**src/rtl/lreg_pkg.sv**
```systemverilog
// Shared types, constants and helper functions of the LED ring effect generator.
package lreg_pkg;

    localparam int PIXEL_COUNT = 12;
    localparam int PIX_W       = $clog2(PIXEL_COUNT);
    localparam int SCAN_MOD    = 2 * PIXEL_COUNT - 2;
    localparam int SCAN_W      = $clog2(SCAN_MOD);
    localparam int WIPE_MOD    = PIXEL_COUNT + 4;
    localparam int WIPE_W      = $clog2(WIPE_MOD);

    // rainbow hue arithmetic, all scaled by PIXEL_COUNT
    localparam int HUE_W     = 13;
    localparam int HUE_D     = 60 * PIXEL_COUNT;
    localparam int HUE_RSTEP = 360 % HUE_D;
    localparam int HUE_QSTEP = 360 / HUE_D;
    localparam int UP_A      = (255 * HUE_RSTEP) / HUE_D;
    localparam int UP_B      = (255 * HUE_RSTEP) % HUE_D;

    localparam logic [31:0] LFSR_SEED = 32'h1D872B41;
    localparam logic [31:0] LFSR_MASK = 32'h80200003;

    localparam logic [15:0] K_BREATH = 16'd522;
    localparam logic [15:0] K_PULSE  = 16'd4915;
    localparam logic [15:0] K_LISTEN = 16'd834;
    localparam logic [15:0] K_TALK   = 16'd2608;

    localparam logic [2:0] CFG_MODE  = 3'd0;
    localparam logic [2:0] CFG_RED   = 3'd1;
    localparam logic [2:0] CFG_GREEN = 3'd2;
    localparam logic [2:0] CFG_BLUE  = 3'd3;

    typedef enum logic [3:0] {
        MODE_OFF       = 4'd0,
        MODE_SOLID     = 4'd1,
        MODE_RAINBOW   = 4'd2,
        MODE_BREATHING = 4'd3,
        MODE_PULSE     = 4'd4,
        MODE_SCANNER   = 4'd5,
        MODE_WIPE      = 4'd6,
        MODE_SPARKLE   = 4'd7,
        MODE_POLICE    = 4'd8,
        MODE_FIRE      = 4'd9,
        MODE_CHASE     = 4'd10,
        MODE_THEATER   = 4'd11,
        MODE_LISTENING = 4'd12,
        MODE_THINKING  = 4'd13,
        MODE_TALKING   = 4'd14,
        MODE_RECORDING = 4'd15
    } t_mode;

    // per-frame snapshot handed from front to back
    typedef struct packed {
        t_mode              mode;
        logic               blink;
        logic [7:0]         amp;
        logic [2:0]         hue_tens;
        logic [3:0]         hue_ones;
        logic [PIX_W-1:0]   scan_idx;
        logic [WIPE_W-1:0]  wipe_pos;
        logic [PIX_W-1:0]   mod_n;
        logic [1:0]         mod3;
        logic               police_red;
    } t_frame_desc;

    function automatic logic [7:0] sine_quarter(input logic [6:0] k);
        logic [7:0] v;
        case (k)
            7'd0: v = 8'd0;     7'd1: v = 8'd6;     7'd2: v = 8'd13;    7'd3: v = 8'd19;
            7'd4: v = 8'd25;    7'd5: v = 8'd31;    7'd6: v = 8'd37;    7'd7: v = 8'd44;
            7'd8: v = 8'd50;    7'd9: v = 8'd56;    7'd10: v = 8'd62;   7'd11: v = 8'd68;
            7'd12: v = 8'd74;   7'd13: v = 8'd80;   7'd14: v = 8'd86;   7'd15: v = 8'd92;
            7'd16: v = 8'd98;   7'd17: v = 8'd103;  7'd18: v = 8'd109;  7'd19: v = 8'd115;
            7'd20: v = 8'd120;  7'd21: v = 8'd126;  7'd22: v = 8'd131;  7'd23: v = 8'd136;
            7'd24: v = 8'd142;  7'd25: v = 8'd147;  7'd26: v = 8'd152;  7'd27: v = 8'd157;
            7'd28: v = 8'd162;  7'd29: v = 8'd167;  7'd30: v = 8'd171;  7'd31: v = 8'd176;
            7'd32: v = 8'd180;  7'd33: v = 8'd185;  7'd34: v = 8'd189;  7'd35: v = 8'd193;
            7'd36: v = 8'd197;  7'd37: v = 8'd201;  7'd38: v = 8'd205;  7'd39: v = 8'd208;
            7'd40: v = 8'd212;  7'd41: v = 8'd215;  7'd42: v = 8'd219;  7'd43: v = 8'd222;
            7'd44: v = 8'd225;  7'd45: v = 8'd228;  7'd46: v = 8'd231;  7'd47: v = 8'd233;
            7'd48: v = 8'd236;  7'd49: v = 8'd238;  7'd50: v = 8'd240;  7'd51: v = 8'd242;
            7'd52: v = 8'd244;  7'd53: v = 8'd246;  7'd54: v = 8'd247;  7'd55: v = 8'd249;
            7'd56: v = 8'd250;  7'd57: v = 8'd251;  7'd58: v = 8'd252;  7'd59: v = 8'd253;
            7'd60: v = 8'd254;  7'd61: v = 8'd254;  7'd62: v = 8'd255;  7'd63: v = 8'd255;
            default: v = 8'd255;
        endcase
        return v;
    endfunction

    // x / 255, exact for x < 65280
    function automatic logic [7:0] div255(input logic [15:0] x);
        logic [16:0] t;
        t = {1'b0, x} + {9'd0, x[15:8]} + 17'd1;
        return t[15:8];
    endfunction

    // one random draw: eight Galois shifts
    function automatic logic [31:0] lfsr_draw(input logic [31:0] s);
        logic [31:0] v;
        v = s;
        for (int n = 0; n < 8; n++) begin
            v = v[0] ? ((v >> 1) ^ LFSR_MASK) : (v >> 1);
        end
        return v;
    endfunction

endpackage

```
**src/rtl/lreg_fifo.sv**
```systemverilog
// Two-entry queue of frame descriptors between front and back.
module lreg_fifo
    import lreg_pkg::*;
(
    input  logic        i_clk,
    input  logic        i_rst_n,
    input  logic        i_push,
    input  t_frame_desc i_data,
    input  logic        i_pop,
    output logic        o_full,
    output logic        o_valid,
    output t_frame_desc o_data
);

    t_frame_desc r_mem [2];
    logic        r_wp;
    logic        r_rp;
    logic [1:0]  r_cnt;
    logic [1:0]  n_cnt;

    always_ff @(posedge i_clk) begin
        if (i_push) begin
            r_mem[r_wp] <= i_data;
        end
    end

    always_comb begin
        n_cnt = r_cnt;
        if (i_push && !i_pop) begin
            n_cnt = r_cnt + 2'd1;
        end else if (!i_push && i_pop) begin
            n_cnt = r_cnt - 2'd1;
        end
    end

    always_ff @(posedge i_clk) begin
        if (!i_rst_n) begin
            r_wp  <= 1'b0;
            r_rp  <= 1'b0;
            r_cnt <= 2'd0;
        end else begin
            if (i_push) r_wp <= ~r_wp;
            if (i_pop)  r_rp <= ~r_rp;
            r_cnt <= n_cnt;
        end
    end

    assign o_full  = (r_cnt == 2'd2);
    assign o_valid = (r_cnt != 2'd0);
    assign o_data  = r_mem[r_rp];

endmodule

```
**src/rtl/lreg_front.sv**
```systemverilog
// Front end: frame counter, residues and phase accumulators, per-frame descriptor.
module lreg_front
    import lreg_pkg::*;
(
    input  logic        i_clk,
    input  logic        i_rst_n,
    input  t_mode       i_mode,
    input  logic        i_mode_wr,
    input  logic        i_valid,
    input  logic        i_blink,
    input  logic        i_full,
    output logic        o_ready,
    output logic        o_push,
    output t_frame_desc o_desc
);

    logic [31:0]        r_frame;
    logic [15:0]        r_acc_br, r_acc_pu, r_acc_li, r_acc_ta;
    logic [2:0]         r_tens;
    logic [3:0]         r_ones;
    logic [SCAN_W-1:0]  r_scan_pos;
    logic [WIPE_W-1:0]  r_wipe_pos;
    logic [PIX_W-1:0]   r_mod_n;
    logic [1:0]         r_mod3;

    logic        accept, animated, wrap;
    logic [7:0]  phase;
    logic [6:0]  sidx;
    logic [7:0]  sval;
    logic [8:0]  ps;
    logic [15:0] li_prod;
    logic [10:0] ta_x;
    logic [23:0] ta_prod;
    logic [15:0] tri_v;
    logic [23:0] pu_prod;
    logic [7:0]  amp;

    assign o_ready  = !i_full;
    assign accept   = i_valid && !i_full;
    assign o_push   = accept;
    assign animated = (i_mode != MODE_OFF) && (i_mode != MODE_SOLID);
    assign wrap     = (r_frame == 32'hFFFF_FFFF);

    always_ff @(posedge i_clk) begin
        if (!i_rst_n || i_mode_wr || (accept && animated && wrap)) begin
            r_frame    <= '0;
            r_acc_br   <= '0;
            r_acc_pu   <= '0;
            r_acc_li   <= '0;
            r_acc_ta   <= '0;
            r_tens     <= '0;
            r_ones     <= '0;
            r_scan_pos <= '0;
            r_wipe_pos <= '0;
            r_mod_n    <= '0;
            r_mod3     <= '0;
        end else if (accept && animated) begin
            r_frame  <= r_frame + 32'd1;
            r_acc_br <= r_acc_br + K_BREATH;
            r_acc_pu <= r_acc_pu + K_PULSE;
            r_acc_li <= r_acc_li + K_LISTEN;
            r_acc_ta <= r_acc_ta + K_TALK;
            if (r_ones == 4'd9) begin
                r_ones <= '0;
                r_tens <= (r_tens == 3'd5) ? 3'd0 : r_tens + 3'd1;
            end else begin
                r_ones <= r_ones + 4'd1;
            end
            r_scan_pos <= (r_scan_pos == SCAN_W'(SCAN_MOD - 1)) ? '0 : r_scan_pos + 1'b1;
            r_wipe_pos <= (r_wipe_pos == WIPE_W'(WIPE_MOD - 1)) ? '0 : r_wipe_pos + 1'b1;
            r_mod_n    <= (r_mod_n == PIX_W'(PIXEL_COUNT - 1)) ? '0 : r_mod_n + 1'b1;
            r_mod3     <= (r_mod3 == 2'd2) ? 2'd0 : r_mod3 + 2'd1;
        end
    end

    // one shared sine lookup, phase picked by mode
    always_comb begin
        case (i_mode)
            MODE_LISTENING: phase = r_acc_li[15:8];
            MODE_TALKING:   phase = r_acc_ta[15:8];
            default:        phase = r_acc_br[15:8];
        endcase
        sidx    = phase[6] ? (7'd64 - {1'b0, phase[5:0]}) : {1'b0, phase[5:0]};
        sval    = sine_quarter(sidx);
        ps      = phase[7] ? (9'd255 - {1'b0, sval}) : (9'd255 + {1'b0, sval});
        li_prod = 16'(ps) * 16'd89;
        ta_x    = 11'(ps) * 11'd3;
        ta_prod = 24'(ta_x) * 24'd6554;   // x * 3 / 10
        tri_v   = r_acc_pu[15] ? 16'(17'h10000 - {1'b0, r_acc_pu}) : r_acc_pu;
        pu_prod = 24'(tri_v) * 24'd255;
        case (i_mode)
            MODE_BREATHING: amp = ps[8:1];
            MODE_PULSE:     amp = pu_prod[22:15];
            MODE_LISTENING: amp = 8'd77 + div255(li_prod);
            MODE_TALKING:   amp = 8'd102 + ta_prod[23:16];
            default:        amp = '0;
        endcase
    end

    always_comb begin
        o_desc.mode       = i_mode;
        o_desc.blink      = i_blink;
        o_desc.amp        = amp;
        o_desc.hue_tens   = r_tens;
        o_desc.hue_ones   = r_ones;
        o_desc.scan_idx   = (r_scan_pos < SCAN_W'(PIXEL_COUNT)) ? PIX_W'(r_scan_pos)
                          : PIX_W'(SCAN_W'(SCAN_MOD) - r_scan_pos);
        o_desc.wipe_pos   = r_wipe_pos;
        o_desc.mod_n      = r_mod_n;
        o_desc.mod3       = r_mod3;
        o_desc.police_red = !r_frame[2];
    end

endmodule

```
**src/rtl/lreg_back.sv**
```systemverilog
// Back end: walks the pixels of one frame and computes each color, two-stage pipe.
module lreg_back
    import lreg_pkg::*;
(
    input  logic        i_clk,
    input  logic        i_rst_n,
    input  logic        i_fifo_valid,
    input  t_frame_desc i_desc,
    output logic        o_pop,
    input  logic [7:0]  i_base_r,
    input  logic [7:0]  i_base_g,
    input  logic [7:0]  i_base_b,
    output logic        o_valid,
    input  logic        i_ready,
    output logic [3:0]  o_pixel_index,
    output logic [15:0] o_color,
    output logic        o_last
);

    logic [PIX_W-1:0] r_pix;
    logic [1:0]       r_pmod3;
    logic [31:0]      r_lfsr;
    logic [2:0]       r_sector;
    logic [HUE_W-1:0] r_rem, r_upr;
    logic [7:0]       r_upq;

    logic             r1_valid, r1_scale, r1_last;
    logic [15:0]      r1_r, r1_g, r1_b;
    logic [3:0]       r1_idx;

    logic             r_o_valid, r_o_last;
    logic [15:0]      r_o_color;
    logic [3:0]       r_o_idx;

    logic ob_free, s1_move, s1_free, issue, last_pix;

    assign ob_free  = !r_o_valid || i_ready;
    assign s1_move  = r1_valid && ob_free;
    assign s1_free  = !r1_valid || s1_move;
    assign issue    = i_fifo_valid && s1_free;
    assign last_pix = (r_pix == PIX_W'(PIXEL_COUNT - 1));
    assign o_pop    = issue && last_pix;

    // rainbow hue in sector / remainder form, with a running quotient for the ramp
    logic [2:0]       c_sector, n_sector;
    logic [HUE_W-1:0] c_rem, c_upr, n_rem, n_upr;
    logic [7:0]       c_upq, n_upq;
    logic [HUE_W-1:0] t_rem, t_upr;
    logic [3:0]       t_sec;
    logic [7:0]       init_upq;
    logic             wrap_rem, wrap_upr;

    always_comb begin
        case (i_desc.hue_ones)
            4'd1: init_upq = 8'd25;
            4'd2: init_upq = 8'd51;
            4'd3: init_upq = 8'd76;
            4'd4: init_upq = 8'd102;
            4'd5: init_upq = 8'd127;
            4'd6: init_upq = 8'd153;
            4'd7: init_upq = 8'd178;
            4'd8: init_upq = 8'd204;
            4'd9: init_upq = 8'd229;
            default: init_upq = 8'd0;
        endcase
        if (r_pix == '0) begin
            c_sector = i_desc.hue_tens;
            c_rem    = HUE_W'(6 * PIXEL_COUNT) * HUE_W'(i_desc.hue_ones);
            c_upq    = init_upq;
            c_upr    = i_desc.hue_ones[0] ? HUE_W'(30 * PIXEL_COUNT) : '0;
        end else begin
            c_sector = r_sector;
            c_rem    = r_rem;
            c_upq    = r_upq;
            c_upr    = r_upr;
        end
        t_rem    = c_rem + HUE_W'(HUE_RSTEP);
        wrap_rem = (t_rem >= HUE_W'(HUE_D));
        n_rem    = wrap_rem ? t_rem - HUE_W'(HUE_D) : t_rem;
        t_upr    = c_upr + HUE_W'(UP_B);
        wrap_upr = (t_upr >= HUE_W'(HUE_D));
        n_upr    = wrap_upr ? t_upr - HUE_W'(HUE_D) : t_upr;
        n_upq    = c_upq + 8'(UP_A) + {7'd0, wrap_upr} - (wrap_rem ? 8'd255 : 8'd0);
        t_sec    = {1'b0, c_sector} + 4'(HUE_QSTEP) + {3'd0, wrap_rem};
        n_sector = (t_sec >= 4'd6) ? 3'(t_sec - 4'd6) : t_sec[2:0];
    end

    // per-pixel color selection
    logic [31:0]      draw;
    logic [7:0]       up, down, flick2;
    logic [7:0]       cr, cg, cb;
    logic [15:0]      pr, pg, pb;
    logic             scale;
    logic [PIX_W-1:0] sdist;
    logic [PIX_W:0]   cdist;
    logic [15:0]      d3r, d3g, d3b;
    logic [PIX_W+3:0] idx_ext;

    assign draw   = lfsr_draw(r_lfsr);
    assign up     = c_upq;
    assign down   = 8'd255 - c_upq - {7'd0, (c_upr != '0)};
    assign flick2 = {2'b0, draw[6:1]};
    assign sdist  = (r_pix > i_desc.scan_idx) ? r_pix - i_desc.scan_idx
                  : i_desc.scan_idx - r_pix;
    assign cdist  = (r_pix >= i_desc.mod_n) ? {1'b0, r_pix - i_desc.mod_n}
                  : {1'b0, r_pix} + (PIX_W+1)'(PIXEL_COUNT) - {1'b0, i_desc.mod_n};
    assign d3r    = 16'(i_base_r) * 16'd171;
    assign d3g    = 16'(i_base_g) * 16'd171;
    assign d3b    = 16'(i_base_b) * 16'd171;
    assign idx_ext = {4'd0, r_pix};

    always_comb begin
        cr = '0; cg = '0; cb = '0;
        scale = 1'b0;
        pr = '0; pg = '0; pb = '0;
        unique case (i_desc.mode)
            MODE_SOLID: begin
                cr = i_base_r; cg = i_base_g; cb = i_base_b;
            end
            MODE_RAINBOW: begin
                case (c_sector)
                    3'd0: begin cr = 8'd255; cg = up; end
                    3'd1: begin cr = down; cg = 8'd255; end
                    3'd2: begin cg = 8'd255; cb = up; end
                    3'd3: begin cg = down; cb = 8'd255; end
                    3'd4: begin cr = up; cb = 8'd255; end
                    default: begin cr = 8'd255; cb = down; end
                endcase
            end
            MODE_BREATHING, MODE_PULSE: begin
                scale = 1'b1;
                pr = 16'(i_base_r) * 16'(i_desc.amp);
                pg = 16'(i_base_g) * 16'(i_desc.amp);
                pb = 16'(i_base_b) * 16'(i_desc.amp);
            end
            MODE_SCANNER: begin
                if (sdist == '0) begin
                    cr = i_base_r; cg = i_base_g; cb = i_base_b;
                end else if (sdist == PIX_W'(1)) begin
                    cr = i_base_r >> 2; cg = i_base_g >> 2; cb = i_base_b >> 2;
                end
            end
            MODE_WIPE: begin
                if (WIPE_W'(r_pix) <= i_desc.wipe_pos &&
                    i_desc.wipe_pos < WIPE_W'(PIXEL_COUNT)) begin
                    cr = i_base_r; cg = i_base_g; cb = i_base_b;
                end
            end
            MODE_SPARKLE: begin
                if (draw[4:0] == 5'd0) begin
                    cr = i_base_r; cg = i_base_g; cb = i_base_b;
                end else begin
                    cr = i_base_r >> 4; cg = i_base_g >> 4; cb = i_base_b >> 4;
                end
            end
            MODE_POLICE: begin
                if (i_desc.police_red == (r_pix < PIX_W'(PIXEL_COUNT / 2))) cr = 8'd255;
                else cb = 8'd255;
            end
            MODE_FIRE: begin
                // 200 + 63 can pass full scale
                cr = (flick2 > 8'd55) ? 8'd255 : 8'd200 + flick2;
                cg = 8'd40 + flick2;
            end
            MODE_CHASE: begin
                if (cdist == '0) begin
                    cr = i_base_r; cg = i_base_g; cb = i_base_b;
                end else if (cdist == (PIX_W+1)'(1)) begin
                    cr = {1'b0, d3r[15:9]}; cg = {1'b0, d3g[15:9]}; cb = {1'b0, d3b[15:9]};
                end else if (cdist == (PIX_W+1)'(2)) begin
                    cr = i_base_r >> 3; cg = i_base_g >> 3; cb = i_base_b >> 3;
                end
            end
            MODE_THEATER: begin
                if (r_pmod3 == i_desc.mod3) begin
                    cr = i_base_r; cg = i_base_g; cb = i_base_b;
                end
            end
            MODE_LISTENING: begin
                scale = 1'b1;
                pg = 16'd80 * 16'(i_desc.amp);
                pb = 16'd200 * 16'(i_desc.amp);
            end
            MODE_THINKING: begin
                if (r_pix == i_desc.mod_n) begin
                    cr = 8'd180; cg = 8'd80; cb = 8'd220;
                end else begin
                    cr = 8'd20; cg = 8'd6; cb = 8'd30;
                end
            end
            MODE_TALKING: begin
                scale = 1'b1;
                pg = 16'd220 * 16'(i_desc.amp);
                pb = 16'd60 * 16'(i_desc.amp);
            end
            MODE_RECORDING: begin
                if (i_desc.blink) cr = 8'd255;
            end
            default: ;
        endcase
        if (!scale) begin
            pr = {8'd0, cr}; pg = {8'd0, cg}; pb = {8'd0, cb};
        end
    end

    always_ff @(posedge i_clk) begin
        if (!i_rst_n) begin
            r_pix   <= '0;
            r_pmod3 <= '0;
            r_lfsr  <= LFSR_SEED;
        end else if (issue) begin
            r_pix   <= last_pix ? '0 : r_pix + 1'b1;
            r_pmod3 <= (last_pix || r_pmod3 == 2'd2) ? 2'd0 : r_pmod3 + 2'd1;
            if (i_desc.mode == MODE_SPARKLE || i_desc.mode == MODE_FIRE) begin
                r_lfsr <= draw;
            end
        end
    end

    always_ff @(posedge i_clk) begin
        if (issue) begin
            r_sector <= n_sector;
            r_rem    <= n_rem;
            r_upq    <= n_upq;
            r_upr    <= n_upr;
            r1_scale <= scale;
            r1_r     <= pr;
            r1_g     <= pg;
            r1_b     <= pb;
            r1_idx   <= idx_ext[3:0];
            r1_last  <= last_pix;
        end
    end

    always_ff @(posedge i_clk) begin
        if (!i_rst_n) begin
            r1_valid  <= 1'b0;
            r_o_valid <= 1'b0;
        end else begin
            if (issue)        r1_valid <= 1'b1;
            else if (s1_move) r1_valid <= 1'b0;
            if (s1_move)      r_o_valid <= 1'b1;
            else if (i_ready) r_o_valid <= 1'b0;
        end
    end

    logic [7:0] fr, fg, fb;
    assign fr = r1_scale ? div255(r1_r) : r1_r[7:0];
    assign fg = r1_scale ? div255(r1_g) : r1_g[7:0];
    assign fb = r1_scale ? div255(r1_b) : r1_b[7:0];

    always_ff @(posedge i_clk) begin
        if (s1_move) begin
            r_o_color <= {fr[7:3], fg[7:2], fb[7:3]};
            r_o_idx   <= r1_idx;
            r_o_last  <= r1_last;
        end
    end

    assign o_valid       = r_o_valid;
    assign o_pixel_index = r_o_idx;
    assign o_color       = r_o_color;
    assign o_last        = r_o_last;

endmodule

```
**src/rtl/led_ring_effect_generator_core.sv**
```systemverilog
// Top level of the LED ring effect generator: config registers, front, queue, back.
//
// channel   | dir | fields (low bit up)
// s_axis    | in  | tdata[0] blink_phase, [7:1] zero; one word per frame tick
// m_axis    | out | tdata[3:0] pixel_index, [19:4] color_565, [23:20] zero; tlast last_pixel
// cfg       | in  | we, addr (0 mode, 1 red, 2 green, 3 blue), data[7:0]
//
// Each tick word yields PIXEL_COUNT (12) output words, one per cycle while the sink is
// ready; the back end's pixel walker sets the rate.
// The front takes a tick whenever the two-entry descriptor queue has room.
// A taken tick's first pixel passes the descriptor queue, color stage and output reg.
// Reset is synchronous, active low; no clearing pass. Output stalls back up
// through the pipe into the queue and then to s_axis tready.
module led_ring_effect_generator_core
    import lreg_pkg::*;
(
    input  logic        i_clk,
    input  logic        i_rst_n,
    input  logic        i_s_axis_tvalid,
    output logic        o_s_axis_tready,
    input  logic [7:0]  i_s_axis_tdata,   // [0] blink_phase
    output logic        o_m_axis_tvalid,
    input  logic        i_m_axis_tready,
    output logic [23:0] o_m_axis_tdata,   // [3:0] pixel_index, [19:4] color_565
    output logic        o_m_axis_tlast,   // last_pixel
    input  logic        i_cfg_we,
    input  logic [2:0]  i_cfg_addr,
    input  logic [7:0]  i_cfg_data
);

    t_mode       r_mode;
    logic [7:0]  r_base_r, r_base_g, r_base_b;
    logic        mode_wr;
    logic        fifo_full, fifo_valid, push, pop;
    t_frame_desc desc_in, desc_out;
    logic [3:0]  pix_idx;
    logic [15:0] color;

    assign mode_wr = i_cfg_we && (i_cfg_addr == CFG_MODE);

    always_ff @(posedge i_clk) begin
        if (!i_rst_n) begin
            r_mode   <= MODE_SOLID;
            r_base_r <= '0;
            r_base_g <= '0;
            r_base_b <= '0;
        end else if (i_cfg_we) begin
            unique case (i_cfg_addr)
                CFG_MODE:  r_mode   <= t_mode'(i_cfg_data[3:0]);
                CFG_RED:   r_base_r <= i_cfg_data;
                CFG_GREEN: r_base_g <= i_cfg_data;
                CFG_BLUE:  r_base_b <= i_cfg_data;
                default: ;   // unknown index ignored
            endcase
        end
    end

    lreg_front u_front (
        .i_clk   (i_clk),
        .i_rst_n (i_rst_n),
        .i_mode  (r_mode),
        .i_mode_wr (mode_wr),
        .i_valid (i_s_axis_tvalid),
        .i_blink (i_s_axis_tdata[0]),
        .i_full  (fifo_full),
        .o_ready (o_s_axis_tready),
        .o_push  (push),
        .o_desc  (desc_in)
    );

    lreg_fifo u_fifo (
        .i_clk   (i_clk),
        .i_rst_n (i_rst_n),
        .i_push  (push),
        .i_data  (desc_in),
        .i_pop   (pop),
        .o_full  (fifo_full),
        .o_valid (fifo_valid),
        .o_data  (desc_out)
    );

    lreg_back u_back (
        .i_clk         (i_clk),
        .i_rst_n       (i_rst_n),
        .i_fifo_valid  (fifo_valid),
        .i_desc        (desc_out),
        .o_pop         (pop),
        .i_base_r      (r_base_r),
        .i_base_g      (r_base_g),
        .i_base_b      (r_base_b),
        .o_valid       (o_m_axis_tvalid),
        .i_ready       (i_m_axis_tready),
        .o_pixel_index (pix_idx),
        .o_color       (color),
        .o_last        (o_m_axis_tlast)
    );

    assign o_m_axis_tdata = {4'd0, color, pix_idx};

    localparam logic [PIX_W+3:0] LAST_EXT = (PIX_W+4)'(PIXEL_COUNT - 1);

    // the frame-closing word carries the last ring position
    a_last_index: assert property (@(posedge i_clk) disable iff (!i_rst_n)
        (o_m_axis_tvalid && o_m_axis_tlast) |-> (pix_idx == LAST_EXT[3:0]))
        else $error("tlast on wrong pixel");

    // queue never takes a tick while full
    a_no_overflow: assert property (@(posedge i_clk) disable iff (!i_rst_n)
        fifo_full |-> !push)
        else $error("descriptor queue overflow");

    // nothing leaves right after reset
    a_reset_quiet: assert property (@(posedge i_clk)
        !i_rst_n |=> !o_m_axis_tvalid)
        else $error("output valid after reset");

    // a mode write lands in the mode register
    a_mode_write: assert property (@(posedge i_clk) disable iff (!i_rst_n)
        mode_wr |=> (r_mode == t_mode'($past(i_cfg_data[3:0]))))
        else $error("mode write lost");

endmodule

```
**config.mk**
```make
export PLATFORM = sky130hd
export DESIGN_NAME = led_ring_effect_generator_core
export DESIGN_NICKNAME = d
export VERILOG_FILES = /design/src/rtl/lreg_pkg.sv /design/src/rtl/lreg_fifo.sv /design/src/rtl/lreg_front.sv /design/src/rtl/lreg_back.sv /design/src/rtl/led_ring_effect_generator_core.sv
export SDC_FILE = /design/constraint.sdc
export NUM_CORES = 2
export LEC_CHECK = 0
export BUFFER_PORTS_ARGS = -buffer_cell sky130_fd_sc_hd__buf_4
export CORE_MARGIN = 3
export CORE_UTILIZATION = 60
export DETAILED_ROUTE_END_ITERATION = 8
export PLACE_DENSITY = 0.74
export SYNTH_ARGS = -nofsm -noshare
export SYNTH_HDL_FRONTEND = slang
export SYNTH_HIERARCHICAL = 1
export SYNTH_SLANG_ARGS = --single-unit
```
**constraint.sdc**
```tcl
create_clock -name i_clk -period 12.5 [get_ports i_clk]
set_input_delay 0 -clock i_clk [delete_from_list [all_inputs] [get_ports i_clk]]
set_output_delay 0 -clock i_clk [all_outputs]
set_load 0.01 [all_outputs]
```
Word-level counts from Yosys, hierarchy flattened
Memories as Yosys holds them, arrays and structs flattened. A register that Yosys moved wholly into a read port is not among the register bits.
Cells that the tools add are included.
W data, S select, Z words.

storage, ports and cells
  register bits after elaboration = 302
  bits in writable memories = 70
  bits in read-only memories = 640
  output and inout bits = 27
  memories = 3

operators by class
  add/subtract/negate cells = 48
  multiply operators = 15
  magnitude comparators = 10
  equality and inequality tests = 43
  multiplexer cells = 91
  bitwise gates (word level) = 10
  reductions and logical operators = 49

memories
  memory           words  width  read ports  clocked after memory_dff  wr ports  line             RTL
  (no name shown)  64     8      1           0                         0         lreg_pkg.sv:67   case (k)
  (no name shown)  16     8      1           0                         0         lreg_back.sv:54  case (i_desc.hue_ones)
  u_fifo.r_mem     2      35     1           1                         1         lreg_fifo.sv:15  t_frame_desc r_mem [2];

operator list
  cell                      count
  $mux W8                   34
  $mux W32                  8
  $pmux W8 S9               2
  $pmux W16 S3              2
  $pmux W8 S11              1
  $pmux W8 S3               3
  $add A16 B1 Y16 const B   4
  $add A16 B8 Y16           4
  $eq A4 B4 Y1 const B      14
  $mux W13                  4
  $mul A8 B8 Y16            3
  $mul A8 B8 Y16 const B    3
  $add A16 B10 Y16 const B  2
  $add A32 B1 Y32 const B   1
  $eq A32 B32 Y1 const B    1
  $not A3 Y4                8
  $pmux W8 S4               1
  $add A13 B9 Y13 const B   2
  $ge A13 B10 Y1 const B    2
  $sub A13 B10 Y13 const B  2
  $mux W5                   5
  $mux W4                   6
  $mul A11 B12 Y23 const B  1
  $mul A16 B8 Y23 const B   1
  other kinds (75)          152

Depth between registers and ports, before layout
  word-level depth = 20
  gate-level depth with buffers = 58
  depth with buffers taken out = 52

Hierarchy
The synthesis kept the hierarchy.

by module, submodules not included
  module                          times used  cells an instance  area each (sq um)  seq. area each (sq um)
  lreg_back                       1           2576               22969.5            4164.0
  lreg_front                      1           1660               13978.4            2242.2
  lreg_fifo                       1           131                2756.4             2202.1
  led_ring_effect_generator_core  1           109                1116.1             560.5

Worst setup path after synthesis
No wires, ideal clock.

  kind = reg2reg
  start point = register r_mode[3]
  end point = memory u_fifo/r_mem[0][29] (netlist name), data pin
  arrival = 10.863 ns
  required time = 12.222 ns
  setup slack = 1.359 ns
  stages on the path, launching flop included = 55
  buffers on the path = 4
  clock period less this slack = 11.141 ns
  cells stage by stage = dfxtp_1 > buf_6 > and3b_1 > buf_6 > buf_6 > buf_2 > nand2_1 > nand2_1 > inv_1 > ha_1 > a221o_1 > ha_1 > inv_1 > mux4_2 > a211oi_2 > a21o_1 > inv_1 > ha_1 > (+19 left out) > inv_1 > fa_1 > fa_1 > ha_1 > nand3_1 > nor2_1 > o211ai_1 > a211o_1 > a21oi_1 > or3_1 > and2_1 > inv_1 > ha_1 > nor2_1 > o21ai_2 > nor4b_1 > o41ai_1 > nand3_1

RTL lines
  item                    line                                  RTL
  start, declared         led_ring_effect_generator_core.sv:31  t_mode r_mode;
  start signal, assigned  led_ring_effect_generator_core.sv:49  CFG_MODE: r_mode <= t_mode'(i_cfg_data[3:0]);
  end, declared           lreg_fifo.sv:15

==> results.toml <==
[worst_setup_path]
cp_top_family = "adder cells"
critPathKind = "flop to flop"
crit_required_ns = 12.78
crit_path_end_kind = "flop"
slowest_stage = "fa_1"
critPathLaunchType = "flop"
critPathBufInv = 10
critPathArrivalTime_ns = 11.98
cp_max_fo = 34
slowest_delay_ns = 0.50

[clock_tree]
tritoncts = "built"
clock_sinks = 367
cts_buffers = 42
htreeDepth = 2
clockBufferDepth = 3
post_cts_buffers = 0
root_buffer = "clkbuf_16"
path_clk_slew_ns = 0.05
worst_skew_pair.late_latency_ns = 0.60

[sta]
fin_crit_ns = 11.69
clock_skew_ns = 0.04614
setup_violations = 0
fin_tns_setup_ns = 0
fin_crit_sh_pct = 93.56
relSlewSlack_pct = 25.09
rsz0062_at_grt = "no"
tightestPinTransition_ns = 1.121
timing.hold.ws_ns = 0.1037
finalHoldViolations = 0
final_max_slew_viol_count = 0
fmax_mhz = 85.51

[floorplan]
row_count = 94
die_h_um = 266.8
dieWidth_um = 266.8
core_um2 = 66570
die_area_um2 = 71200
initial_core_util_pct = 61.32
ioPinCount = 51

[cells_and_area]
final_common_cell = "inv_1"
drive_above_1_share_pct = 6.869
syn2layout_area_growth_pct = 6.434
fillers = 5446
layout.nets = 5315
final_cell_mix = "inv_1 (589), ha_1 (553), nand2_1 (396)"

[yosys]
synthArstFlopShare_pct = 0
synth_area_per_cell_um2 = 9.120
yosysWarnings = 6
syn_area_um2 = 40820
netlist_instances = 4476
ys_ff_latch = 367
ys.flop_type = "dfxtp_1"
synth_edf_count = 182
seq_area_frac_synth_pct = 22.46
synth_cell_types = 124

[min_path]
hold_path_class = "input pin to flop"

[placed_design]
hpwl_um = 75900
port_buffers = 39
finalWeightedCongestion = 1.001

[power_and_ir_drop]
irDropWorstVdd_uv = 457.9
p_per_area_nw_per_um2 = 203.8
leakage_nw = 20.05

[detailed_routing]
wl_per_cell_um = 18.67
routed_wl_um = 99840
ant_nets = 0
drcViolationCount = 0
via_per_inst = 5.957
drtIter0Drc = 2653
first_pass_iters = 8
vias = 31860

[grt]
grt_pass1_vias = 31310
gr-total-overflow = 0
grt_max_degree = 76
antenna_found_initial = 2
grt_usage_pct = 28.18
grt_pass1_wl_um = 162000

[run_status]
status = "completed"

[run]
drv_cap = 0
## cell type report
cell class                 count  area [um^2]  area share [%]
sequential                   367         9173           21.11
inverter                     595         2240           5.155
timing repair buffer         100        810.8           1.866
clock buffer                  53         1134           2.609
clock inverter                24        347.8          0.8006
multi-input combinational   3345        28660           65.96
antenna                        1        2.502        0.005760
tap                          864         1081           2.488
## metrics by stage
stage | setup slack (ns) | cell area [um^2] | cells | utilization, % | total power [mW]
2_1_floorplan | 1.359 | 40830 | 4479 | - | 6.215
3_3_place_gp | 0.7749 | 41760 | 5255 | 62.74 | 7.301
3_5_place_dp | 0.4095 | 41760 | 5255 | 62.74 | 7.404
4_1_cts | 0.4035 | 43400 | 5348 | 65.20 | 8.786
5_1_grt | 0.08525 | 43440 | 5348 | 65.26 | 9.724
6_report | 0.8056 | 43450 | 5349 | 65.27 | 8.855
## state kept, by name, indices dropped and copies added, names as in the netlist, 12 cells and up, named ones only
name / flops
u_front/r_acc_pu: 16
u_back/o_color: 16
u_back/r1_g: 16
u_back/r1_r: 16
u_fifo/r_mem: 70
u_back/r_rem: 13
u_back/r_lfsr: 32
u_front/r_acc_ta: 12
u_front/r_acc_br: 15
u_back/r_upr: 13
u_back/r1_b: 16
u_front/r_frame: 32
u_front/r_acc_li: 15
## repair_timing
item                                    4_1_cts  5_1_grt
hold endpoints to repair                     43        0
hold buffers                                 16        0
endpoints found under the setup margin        0       10
gates resized for setup                       0       14
## synthesized netlist by cell type, types with 54 or more instances
master	number	area share (%)
nand3_1	104	1.3
clkbuf_1	110	1.0
nor3_1	75	0.92
nand2_1	397	3.7
mux2i_1	65	1.6
xnor2_1	171	3.7
ha_1	553	17
edfxtp_1	182	13
fa_1	287	14
and2_1	112	1.7
dfxtp_1	185	9.1
xor2_1	131	2.8
a21o_1	54	0.99
nor2_1	286	2.6
inv_1	590	5.4
a21oi_1	208	2.6
o21ai_0	125	1.5
## kinds of logic (layout without fill, tap and decap cells)
logic type               count (synthesis)  count (layout)  synth area share, %
AND/OR/NAND/NOR                       1249            1249                14.95
adder cells (fa/ha/maj)                840             840                31.03
AO/OA/AOI/OAI                          827             827                14.09
buffers and inverters                  767             772                7.586
flip-flops                             367             367                22.46
XOR/XNOR                               308             308                6.780
multiplexers                           117             117                3.099
other                                    1               5             0.009187
## metal layers
layer | up-vias | track usage (%) | part of all wire [%]
li1 | 15370 | - | -
met1 | 15340 | 38.64 | 45
met2 | 972 | 46.64 | 46
met3 | 179 | 4.443 | 6.6
met4 | 0 | 7.528 | 2.4
met5 | - | 0 | 0
## worst paths after layout
check                                                 from                                 to  slack [ns]  depth (start not counted)
worst max-delay path                r_mode[1]$_SDFFE_PN0P_      u_fifo/r_mem[0][29]$_DFFE_PP_        0.81                         51
worst min-delay path                       i_s_axis_tvalid           u_fifo/r_wp$_SDFFE_PN0P_        0.10                          4
worst max register to register      r_mode[1]$_SDFFE_PN0P_      u_fifo/r_mem[0][29]$_DFFE_PP_        0.81                         51
worst min register to register  u_back/r1_idx[2]$_DFFE_PP_  u_back/o_pixel_index[2]$_DFFE_PP_        0.42                          0
## power breakdown
| group | switching (mW) | internal, mW | leakage (nW) | total [mW] |
|---|---|---|---|---|
| sequential | 0.114 | 1.49 | 3.27 | 1.60 |
| clock | 0.517 | 0.797 | 0.723 | 1.31 |
| combinational | 3.45 | 2.49 | 16.1 | 5.94 |
| total | 4.08 | 4.78 | 20.0 | 8.85 |
## worst min-delay path: cells and delay by family
kind	cells	cell delay (ns)
buffers and inverters	1	0.10
AND/OR/NAND/NOR	2	0.44
AO/OA/AOI/OAI	1	0.11
No activity file was read; power rests on OpenSTA's default activity.
